[src/hdl/kimt_pkg.sv]
package kimt_pkg;

   localparam int FIELD_W = 64;
   localparam int ENTRY_W = 2 * FIELD_W;

   localparam logic [2:0] OP_GET   = 3'd0;
   localparam logic [2:0] OP_GOC   = 3'd1;
   localparam logic [2:0] OP_SET   = 3'd2;
   localparam logic [2:0] OP_UNREG = 3'd3;
   localparam logic [2:0] OP_ITER  = 3'd4;

   localparam logic [2:0] ST_OK           = 3'd0;
   localparam logic [2:0] ST_INVALID      = 3'd1;
   localparam logic [2:0] ST_NOT_FOUND    = 3'd2;
   localparam logic [2:0] ST_EXISTS       = 3'd3;
   localparam logic [2:0] ST_FULL         = 3'd4;
   localparam logic [2:0] ST_ALLOC_FAILED = 3'd5;
   localparam logic [2:0] ST_EMPTY        = 3'd6;

   typedef enum logic [4:0] {
      S_IDLE = 5'b00001,
      S_SCAN = 5'b00010,
      S_MOVE = 5'b00100,
      S_WB   = 5'b01000,
      S_ITER = 5'b10000
   } state_type;

endpackage

[src/hdl/kimt_ram.sv]
module kimt_ram #(
   parameter int WIDTH = 8,
   parameter int DEPTH = 16
) (
   input  logic                                         clock,
   input  logic                                         wr_en,
   input  logic [((DEPTH > 1) ? $clog2(DEPTH) : 1)-1:0] wr_addr,
   input  logic [WIDTH-1:0]                             wr_data,
   input  logic [((DEPTH > 1) ? $clog2(DEPTH) : 1)-1:0] rd_addr,
   output logic [WIDTH-1:0]                             rd_data
);

   logic [WIDTH-1:0] mem [DEPTH];
   logic [WIDTH-1:0] rd_data_ff;

   always_ff @(posedge clock) begin
      if (wr_en) begin
         mem[wr_addr] <= wr_data;
      end
      rd_data_ff <= mem[rd_addr];
   end

   assign rd_data = rd_data_ff;

endmodule

[src/hdl/key_id_map_table.sv]
// Key to id map: up to MAX_ENTRIES pairs of nonzero 64-bit keys and ids,
// packed in one single-port-read RAM, searched linearly.
// Request channel: drive req_* with start high; the beat is taken at the
// edge where start is high and busy is low. busy stays high until the
// operation has issued its last result.
// Result channel: each result is on rsp_* for exactly one cycle, marked by
// rsp_valid; rsp_last flags the final result of the request. The receiver
// cannot stall, so results are never held.
// Rejected requests (bad opcode, zero key or set value) and iterate over
// an empty table answer in the cycle after the request. Get, get-or-create
// and set scan the table, reading one stored entry per cycle from the RAM,
// which has a registered read. Unregister adds the MOVE and WB states for
// reading the tail entry and writing it into the hole. Iterate streams one
// entry per cycle. busy drops in the cycle that carries the last result,
// so the next request can be taken at the edge that ends it.
// Reset clears the entry count; RAM contents need no clearing, since only
// entries below the count are ever used.
module key_id_map_table #(
   parameter int MAX_ENTRIES = 16
) (
   input  logic        clock,
   input  logic        reset,
   input  logic        start,
   output logic        busy,
   input  logic [2:0]  req_opcode,
   input  logic [63:0] req_key,
   input  logic [63:0] req_value_in,
   input  logic [63:0] req_fresh_id,
   output logic        rsp_valid,
   output logic [2:0]  rsp_status,
   output logic [63:0] rsp_key_out,
   output logic [63:0] rsp_value_out,
   output logic        rsp_last
);

   localparam int IW = (MAX_ENTRIES > 1) ? $clog2(MAX_ENTRIES) : 1;
   localparam int CW = $clog2(MAX_ENTRIES + 1);
   localparam int FW = kimt_pkg::FIELD_W;

   kimt_pkg::state_type state_ff, state_in;

   logic [CW-1:0] count_ff, count_in;
   logic [CW-1:0] ptr_ff, ptr_in;
   logic [IW-1:0] hole_ff, hole_in;
   logic [IW-1:0] rd_idx_ff;
   logic          rd_live_ff, rd_live_in;
   logic [2:0]    op_ff;
   logic [FW-1:0] key_ff;
   logic [FW-1:0] val_ff;

   logic          rsp_valid_ff, rsp_valid_in;
   logic [2:0]    rsp_status_ff, rsp_status_in;
   logic [FW-1:0] rsp_key_ff, rsp_key_in;
   logic [FW-1:0] rsp_value_ff, rsp_value_in;
   logic          rsp_last_ff, rsp_last_in;

   logic                          accept;
   logic                          full;
   logic                          hit;
   logic [CW-1:0]                 tail_cnt;
   logic [IW-1:0]                 tail;
   logic [IW-1:0]                 rd_addr;
   logic                          wr_en;
   logic [IW-1:0]                 wr_addr;
   logic [kimt_pkg::ENTRY_W-1:0] wr_data;
   logic [kimt_pkg::ENTRY_W-1:0] rd_data;
   logic [FW-1:0]                 key_rd;
   logic [FW-1:0]                 val_rd;

   kimt_ram #(
      .WIDTH (kimt_pkg::ENTRY_W),
      .DEPTH (MAX_ENTRIES)
   ) u_store (
      .clock   (clock),
      .wr_en   (wr_en),
      .wr_addr (wr_addr),
      .wr_data (wr_data),
      .rd_addr (rd_addr),
      .rd_data (rd_data)
   );

   assign busy     = (state_ff != kimt_pkg::S_IDLE);
   assign accept   = start && !busy;
   assign full     = (count_ff == CW'(MAX_ENTRIES));
   assign tail_cnt = count_ff - CW'(1);
   assign tail     = tail_cnt[IW-1:0];
   assign key_rd   = rd_data[kimt_pkg::ENTRY_W-1:FW];
   assign val_rd   = rd_data[FW-1:0];
   assign hit      = rd_live_ff && (key_rd == key_ff);

   // Read address: entry 0 while idle so a scan starts on accept
   always_comb begin
      rd_addr    = '0;
      rd_live_in = 1'b0;
      unique case (state_ff)
         kimt_pkg::S_IDLE: begin
            rd_live_in = accept && (count_ff != '0);
         end
         kimt_pkg::S_SCAN, kimt_pkg::S_ITER: begin
            rd_addr    = ptr_ff[IW-1:0];
            rd_live_in = (ptr_ff < count_ff);
         end
         kimt_pkg::S_MOVE, kimt_pkg::S_WB: begin
            rd_addr = tail;
         end
         default: begin
            rd_addr = '0;
         end
      endcase
   end

   always_comb begin
      state_in      = state_ff;
      count_in      = count_ff;
      ptr_in        = ptr_ff + CW'(1);
      hole_in       = hole_ff;
      wr_en         = 1'b0;
      wr_addr       = count_ff[IW-1:0];
      wr_data       = {key_ff, val_ff};
      rsp_valid_in  = 1'b0;
      rsp_status_in = kimt_pkg::ST_OK;
      rsp_key_in    = '0;
      rsp_value_in  = '0;
      rsp_last_in   = 1'b1;

      unique case (state_ff)
         kimt_pkg::S_IDLE: begin
            ptr_in = CW'(1);
            if (accept) begin
               if (req_opcode > kimt_pkg::OP_ITER
                   || (req_opcode != kimt_pkg::OP_ITER && req_key == '0)
                   || (req_opcode == kimt_pkg::OP_SET && req_value_in == '0)) begin
                  rsp_valid_in  = 1'b1;
                  rsp_status_in = kimt_pkg::ST_INVALID;
               end else if (req_opcode == kimt_pkg::OP_ITER) begin
                  if (count_ff == '0) begin
                     rsp_valid_in  = 1'b1;
                     rsp_status_in = kimt_pkg::ST_EMPTY;
                  end else begin
                     state_in = kimt_pkg::S_ITER;
                  end
               end else begin
                  state_in = kimt_pkg::S_SCAN;
               end
            end
         end

         kimt_pkg::S_SCAN: begin
            if (hit) begin
               state_in     = kimt_pkg::S_IDLE;
               rsp_valid_in = 1'b1;
               unique case (op_ff) inside
                  kimt_pkg::OP_GET, kimt_pkg::OP_GOC: begin
                     rsp_value_in = val_rd;
                  end
                  kimt_pkg::OP_SET: begin
                     rsp_status_in = kimt_pkg::ST_EXISTS;
                  end
                  default: begin
                     // unregister: hold the result until the tail moves in
                     rsp_valid_in = 1'b0;
                     hole_in      = rd_idx_ff;
                     state_in     = kimt_pkg::S_MOVE;
                  end
               endcase
            end else if (!rd_live_ff) begin
               state_in     = kimt_pkg::S_IDLE;
               rsp_valid_in = 1'b1;
               unique case (op_ff) inside
                  kimt_pkg::OP_GOC, kimt_pkg::OP_SET: begin
                     if (full) begin
                        rsp_status_in = kimt_pkg::ST_FULL;
                     end else if (val_ff == '0) begin
                        rsp_status_in = kimt_pkg::ST_ALLOC_FAILED;
                     end else begin
                        wr_en    = 1'b1;
                        count_in = count_ff + CW'(1);
                        if (op_ff == kimt_pkg::OP_GOC) begin
                           rsp_value_in = val_ff;
                        end
                     end
                  end
                  default: begin
                     rsp_status_in = kimt_pkg::ST_NOT_FOUND;
                  end
               endcase
            end
         end

         kimt_pkg::S_MOVE: begin
            state_in = kimt_pkg::S_WB;
         end

         kimt_pkg::S_WB: begin
            // move the tail entry into the hole and drop the tail
            wr_en        = 1'b1;
            wr_addr      = hole_ff;
            wr_data      = rd_data;
            count_in     = tail_cnt;
            rsp_valid_in = 1'b1;
            state_in     = kimt_pkg::S_IDLE;
         end

         kimt_pkg::S_ITER: begin
            if (rd_live_ff) begin
               rsp_valid_in = 1'b1;
               rsp_key_in   = key_rd;
               rsp_value_in = val_rd;
               rsp_last_in  = (rd_idx_ff == tail);
               if (rd_idx_ff == tail) begin
                  state_in = kimt_pkg::S_IDLE;
               end
            end else begin
               state_in = kimt_pkg::S_IDLE;
            end
         end

         default: begin
            state_in = kimt_pkg::S_IDLE;
         end
      endcase
   end

   always_ff @(posedge clock) begin
      if (reset) begin
         state_ff     <= kimt_pkg::S_IDLE;
         count_ff     <= '0;
         rd_live_ff   <= 1'b0;
         rsp_valid_ff <= 1'b0;
      end else begin
         state_ff     <= state_in;
         count_ff     <= count_in;
         rd_live_ff   <= rd_live_in;
         rsp_valid_ff <= rsp_valid_in;
      end
   end

   always_ff @(posedge clock) begin
      ptr_ff        <= ptr_in;
      hole_ff       <= hole_in;
      rd_idx_ff     <= rd_addr;
      rsp_status_ff <= rsp_status_in;
      rsp_key_ff    <= rsp_key_in;
      rsp_value_ff  <= rsp_value_in;
      rsp_last_ff   <= rsp_last_in;
      if (accept) begin
         op_ff  <= req_opcode;
         key_ff <= req_key;
         val_ff <= (req_opcode == kimt_pkg::OP_GOC) ? req_fresh_id : req_value_in;
      end
   end

   assign rsp_valid     = rsp_valid_ff;
   assign rsp_status    = rsp_status_ff;
   assign rsp_key_out   = rsp_key_ff;
   assign rsp_value_out = rsp_value_ff;
   assign rsp_last      = rsp_last_ff;

`ifndef SYNTH
   a_count_bound: assert property (@(posedge clock) disable iff (reset)
      count_ff <= CW'(MAX_ENTRIES))
      else $error("entry count above table size");

   a_bad_op: assert property (@(posedge clock) disable iff (reset)
      (accept && req_opcode > kimt_pkg::OP_ITER)
      |=> (rsp_valid && rsp_status == kimt_pkg::ST_INVALID && rsp_last))
      else $error("bad opcode not rejected next cycle");

   a_fail_zero: assert property (@(posedge clock) disable iff (reset)
      (rsp_valid && rsp_status != kimt_pkg::ST_OK)
      |-> (rsp_value_out == '0 && rsp_key_out == '0 && rsp_last))
      else $error("failed result carries data");

   a_count_with_beat: assert property (@(posedge clock) disable iff (reset)
      !$stable(count_ff) |-> rsp_valid_ff)
      else $error("entry count changed without a result beat");

   a_iter_stream: assert property (@(posedge clock) disable iff (reset)
      (rsp_valid && !rsp_last) |-> (busy ##1 rsp_valid))
      else $error("iterate stream broken");
`endif

endmodule

[config.mk]
export PLATFORM = sky130hd
export DESIGN_NAME = key_id_map_table
export DESIGN_NICKNAME = d
export VERILOG_FILES = /design/src/hdl/kimt_pkg.sv /design/src/hdl/kimt_ram.sv /design/src/hdl/key_id_map_table.sv
export SDC_FILE = /design/constraint.sdc
export NUM_CORES = 2
export LEC_CHECK = 0
export BUFFER_PORTS_ARGS = -buffer_cell sky130_fd_sc_hd__buf_4
export CAP_MARGIN = 20
export CORE_AREA = 2 2 416 418
export DETAILED_ROUTE_END_ITERATION = 10
export DIE_AREA = 0 0 418 420
export GPL_ROUTABILITY_DRIVEN = 1
export MAX_ROUTING_LAYER = met4
export PLACE_DENSITY = 0.8
export RECOVER_POWER = 100
export SETUP_SLACK_MARGIN = 0.05
export SLEW_MARGIN = 20
export SYNTH_ARGS = -nofsm -noshare
export SYNTH_HDL_FRONTEND = slang
export SYNTH_SLANG_ARGS = --single-unit
[constraint.sdc]
create_clock -name clock -period 8.6 [get_ports clock]
set_clock_uncertainty 0.1 [all_clocks]
set_input_delay 0.86 -clock clock [delete_from_list [all_inputs] [get_ports clock]]
set_output_delay 0.86 -clock clock [all_outputs]
set_load 0.05 [all_outputs]
==> results.json <==
{
  "status": "finished, violations left",
  "failed_checks": "max-capacitance violations, max-slew violations",
  "cts_tree": "done",
  "worstSetupEndpointType": "register",
  "required_ns": 9.18,
  "power.static_leakage_nw": 37.2,
  "antenna_found_initial": 8,
  "wirelength_um": 258000,
  "htreeDepth": 4,
  "maxCapViolCount": 19,
  "async_flop_share_pct": 0,
  "yosysTopAreaCell": "edfxtp_1",
  "grt_pass1_wl_um": 376000,
  "power_density_mw_per_mm2": 231,
  "crit_type": "register to register",
  "drt_iter0_drc": 9764,
  "period_needed_ns": 7.23,
  "first_pass_iters": 8,
  "finalHoldViolations": 0,
  "finalSetupViolations": 0,
  "cp-start-kind": "register",
  "clockBufferDepth": 3,
  "reg2reg_slack_ns": 1.37,
  "areaGrowthSynthToFinish_pct": 11.2,
  "vdd.ir_drop.worst_v": 0.000210,
  "yosys-top-cells-area": "edfxtp_1, nand2_1, dfxtp_1",
  "yosysTopAreaCellShare_pct": 68.9,
  "nFillCells": 11870,
  "r2r-end": "u_store.rd_data[1]",
  "cp-startpoint": "count_ff[0]",
  "final_net_count": 7632,
  "final.period_utilization_pct": 84.1,
  "critPathArrivalTime_ns": 7.82,
  "postCtsSetupRepairBufs": 0,
  "clock_sinks": 2464,
  "synth_ff_type": "edfxtp_1",
  "postCtsHoldBufs": 0,
  "ys_seq_area_share_pct": 74.8,
  "grt_overflow": 0,
  "dieArea_mm2": 0.176,
  "fp.dieW_um": 418,
  "ff2ff_path_depth": 10,
  "yosys_warnings": 0,
  "min-delay-path-class": "input pin to register",
  "worstPathMaxFanout": 42,
  "num_rows": 152,
  "whs_ns": 0.105,
  "ys_ff_latch": 2464,
  "grt_max_degree": 209,
  "synth.most_common_cell": "nand2_1",
  "synth-edff-count": 2183,
  "clock_latency_ns": 0.87,
  "clkTransAtPathRegs_ns": 0.06,
  "hpwlAfterDp_um": 136000,
  "synthTopCellsByCount": "nand2_1, edfxtp_1, nand3_1",
  "die_y_um": 420,
  "fin_util_pct": 61.9,
  "slew_headroom_pct": -162,
  "syn_avg_cell_area_um2": 13.1,
  "portBuffers": 331,
  "ant_nets": 0,
  "gp_congestion": 0.902,
  "synthesis.area_mm2": 0.0952,
  "postCtsResizedCells": 0,
  "drive_above_1_share_pct": 8.37,
  "clock.fmax_mhz": 138,
  "finalSetupTns_ns": 0,
  "avgRoutedWirePerCell_um": 26.1,
  "first_global_vias": 60030,
  "cts-root-buf": "clkbuf_16",
  "drc": 0,
  "r2r_start": "count_ff[0]",
  "num_vias": 62615,
  "ys_types": 53,
  "grtUsageTotal_pct": 29.6,
  "netlist_instances": 7256,
  "rsz0062_at_grt": "no",
  "syn_nets": 7462,
  "report.final.slew_viol_count": 984,
  "initial_core_util_pct": 55.7,
  "tightest_slew_ns": 3.92,
  "io_pins": 332,
  "vias_per_cell": 6.36,
  "coreArea_mm2": 0.171,
  "cp-endpoint": "u_store.rd_data[1]",
  "cts_inserted_buffers": 218
}
==> worst min path at each step <==
stage	start	endpoint	cells after the start
finish	req_key[13]	key_ff[13]	1
global placement	ptr_ff[0]	ptr_ff[0]	1
global route	req_key[13]	key_ff[13]	1
detailed placement	ptr_ff[0]	ptr_ff[0]	1
floorplan	ptr_ff[0]	ptr_ff[0]	1
CTS	req_key[13]	key_ff[13]	1
==> worst max-delay path, cell delays in order (launching register included) <==
cell and delay [ns]:
dfxtp_1 0.51, inv_1 0.20, ha_1 0.28, xor2_1 0.20, nand3_1 0.12, and2_0 1.77, nand2_1 1.19, clkbuf_1 1.28
o221ai_1 0.71, a21oi_1 0.14, nor3_1 0.52
==> layer usage <==
layer / vias to the layer above / GRT usage, % / share of wire (%)
li1: 26803 / - / -
met1: 30488 / 37.0 / 35
met2: 4455 / 45.5 / 48
met3: 869 / 5.16 / 11
met4: 0 / 17.8 / 6.6
met5: - / - / 0
==> cell type report <==
type	instances	area [um^2]	share of cell area, %
timing repair buffer	415	2570	2.43
clock buffer	308	6240	5.90
antenna	7	17.5	0.0165
multi-input combinational	4313	22000	20.8
sequential	2464	71200	67.2
clock inverter	96	992	0.937
tap	2233	2790	2.64
inverter	14	73.8	0.0697
==> cell families after synthesis <==
kind of cell               share of synthesized area, %
xor gates and xnor gates                          0.727
DFF                                                74.8
AOI/OAI and AO/OA                                  4.43
buffers and inverters                              2.15
and+or+nand+nor                                    15.9
adders and majority gates                         0.105
muxes                                              1.89
==> power breakdown <==
part,switching [mW],total [mW],internal [mW]
Combinational,0.856,1.14,0.282
Clock,4.22,9.83,5.61
Sequential,0.178,13.5,13.3
Total,5.25,24.5,19.2
==> layout by cell type, fill, tap and decap left out, types with 8 or more instances in the layout <==
cell type | Yosys | layout
nand2_1 | 2228 | 2227
edfxtp_1 | 2183 | 2183
nand3_1 | 916 | 916
dfxtp_1 | 281 | 281
clkbuf_1 | 248 | 250
clkbuf_16 | 0 | 224
a311oi_1 | 204 | 204
buf_4 | 0 | 180
a31oi_1 | 110 | 110
mux2i_1 | 108 | 108
and3_1 | 106 | 106
a21oi_1 | 99 | 99
xor2_1 | 72 | 72
nor4_1 | 67 | 68
o221ai_1 | 54 | 54
a22o_2 | 51 | 51
mux2_1 | 0 | 43
nor3_1 | 41 | 41
clkinv_2 | 0 | 41
and2_0 | 0 | 40
clkbuf_8 | 0 | 32
and2_1 | 67 | 27
clkinv_1 | 0 | 23
mux2_2 | 64 | 21
nor2_1 | 31 | 20
bufinv_16 | 0 | 19
buf_12 | 0 | 16
nand4_1 | 15 | 15
a22o_1 | 13 | 13
nor2_4 | 0 | 11
clkbuf_4 | 0 | 11
inv_1 | 11 | 10
inv_6 | 0 | 9
ha_1 | 8 | 8
==> flip-flops by register name (all words and copies together), names as in the netlist, 3 cells and up <==
signal           cells
state_ff             5
ptr_ff               5
rsp_value_out       64
rsp_status           3
rd_idx_ff            4
key_ff              64
hole_ff              4
op_ff                3
rsp_key_out         64
u_store.mem       2048
u_store.rd_data    128
count_ff             5
val_ff              64
==> per-stage QoR <==
stage	total power, mW	std cells	setup slack, ns	cell area, um^2
final	24.5	9850	1.37	106000
after global routing	25.0	9849	1.41	106000
after CTS	24.5	9842	3.02	107000
after detailed placement	14.9	9438	3.04	99500
after global placement	14.8	9438	3.05	99500
after floorplan	14.4	7256	0.607	95200
(Power assumes the default switching activity.)
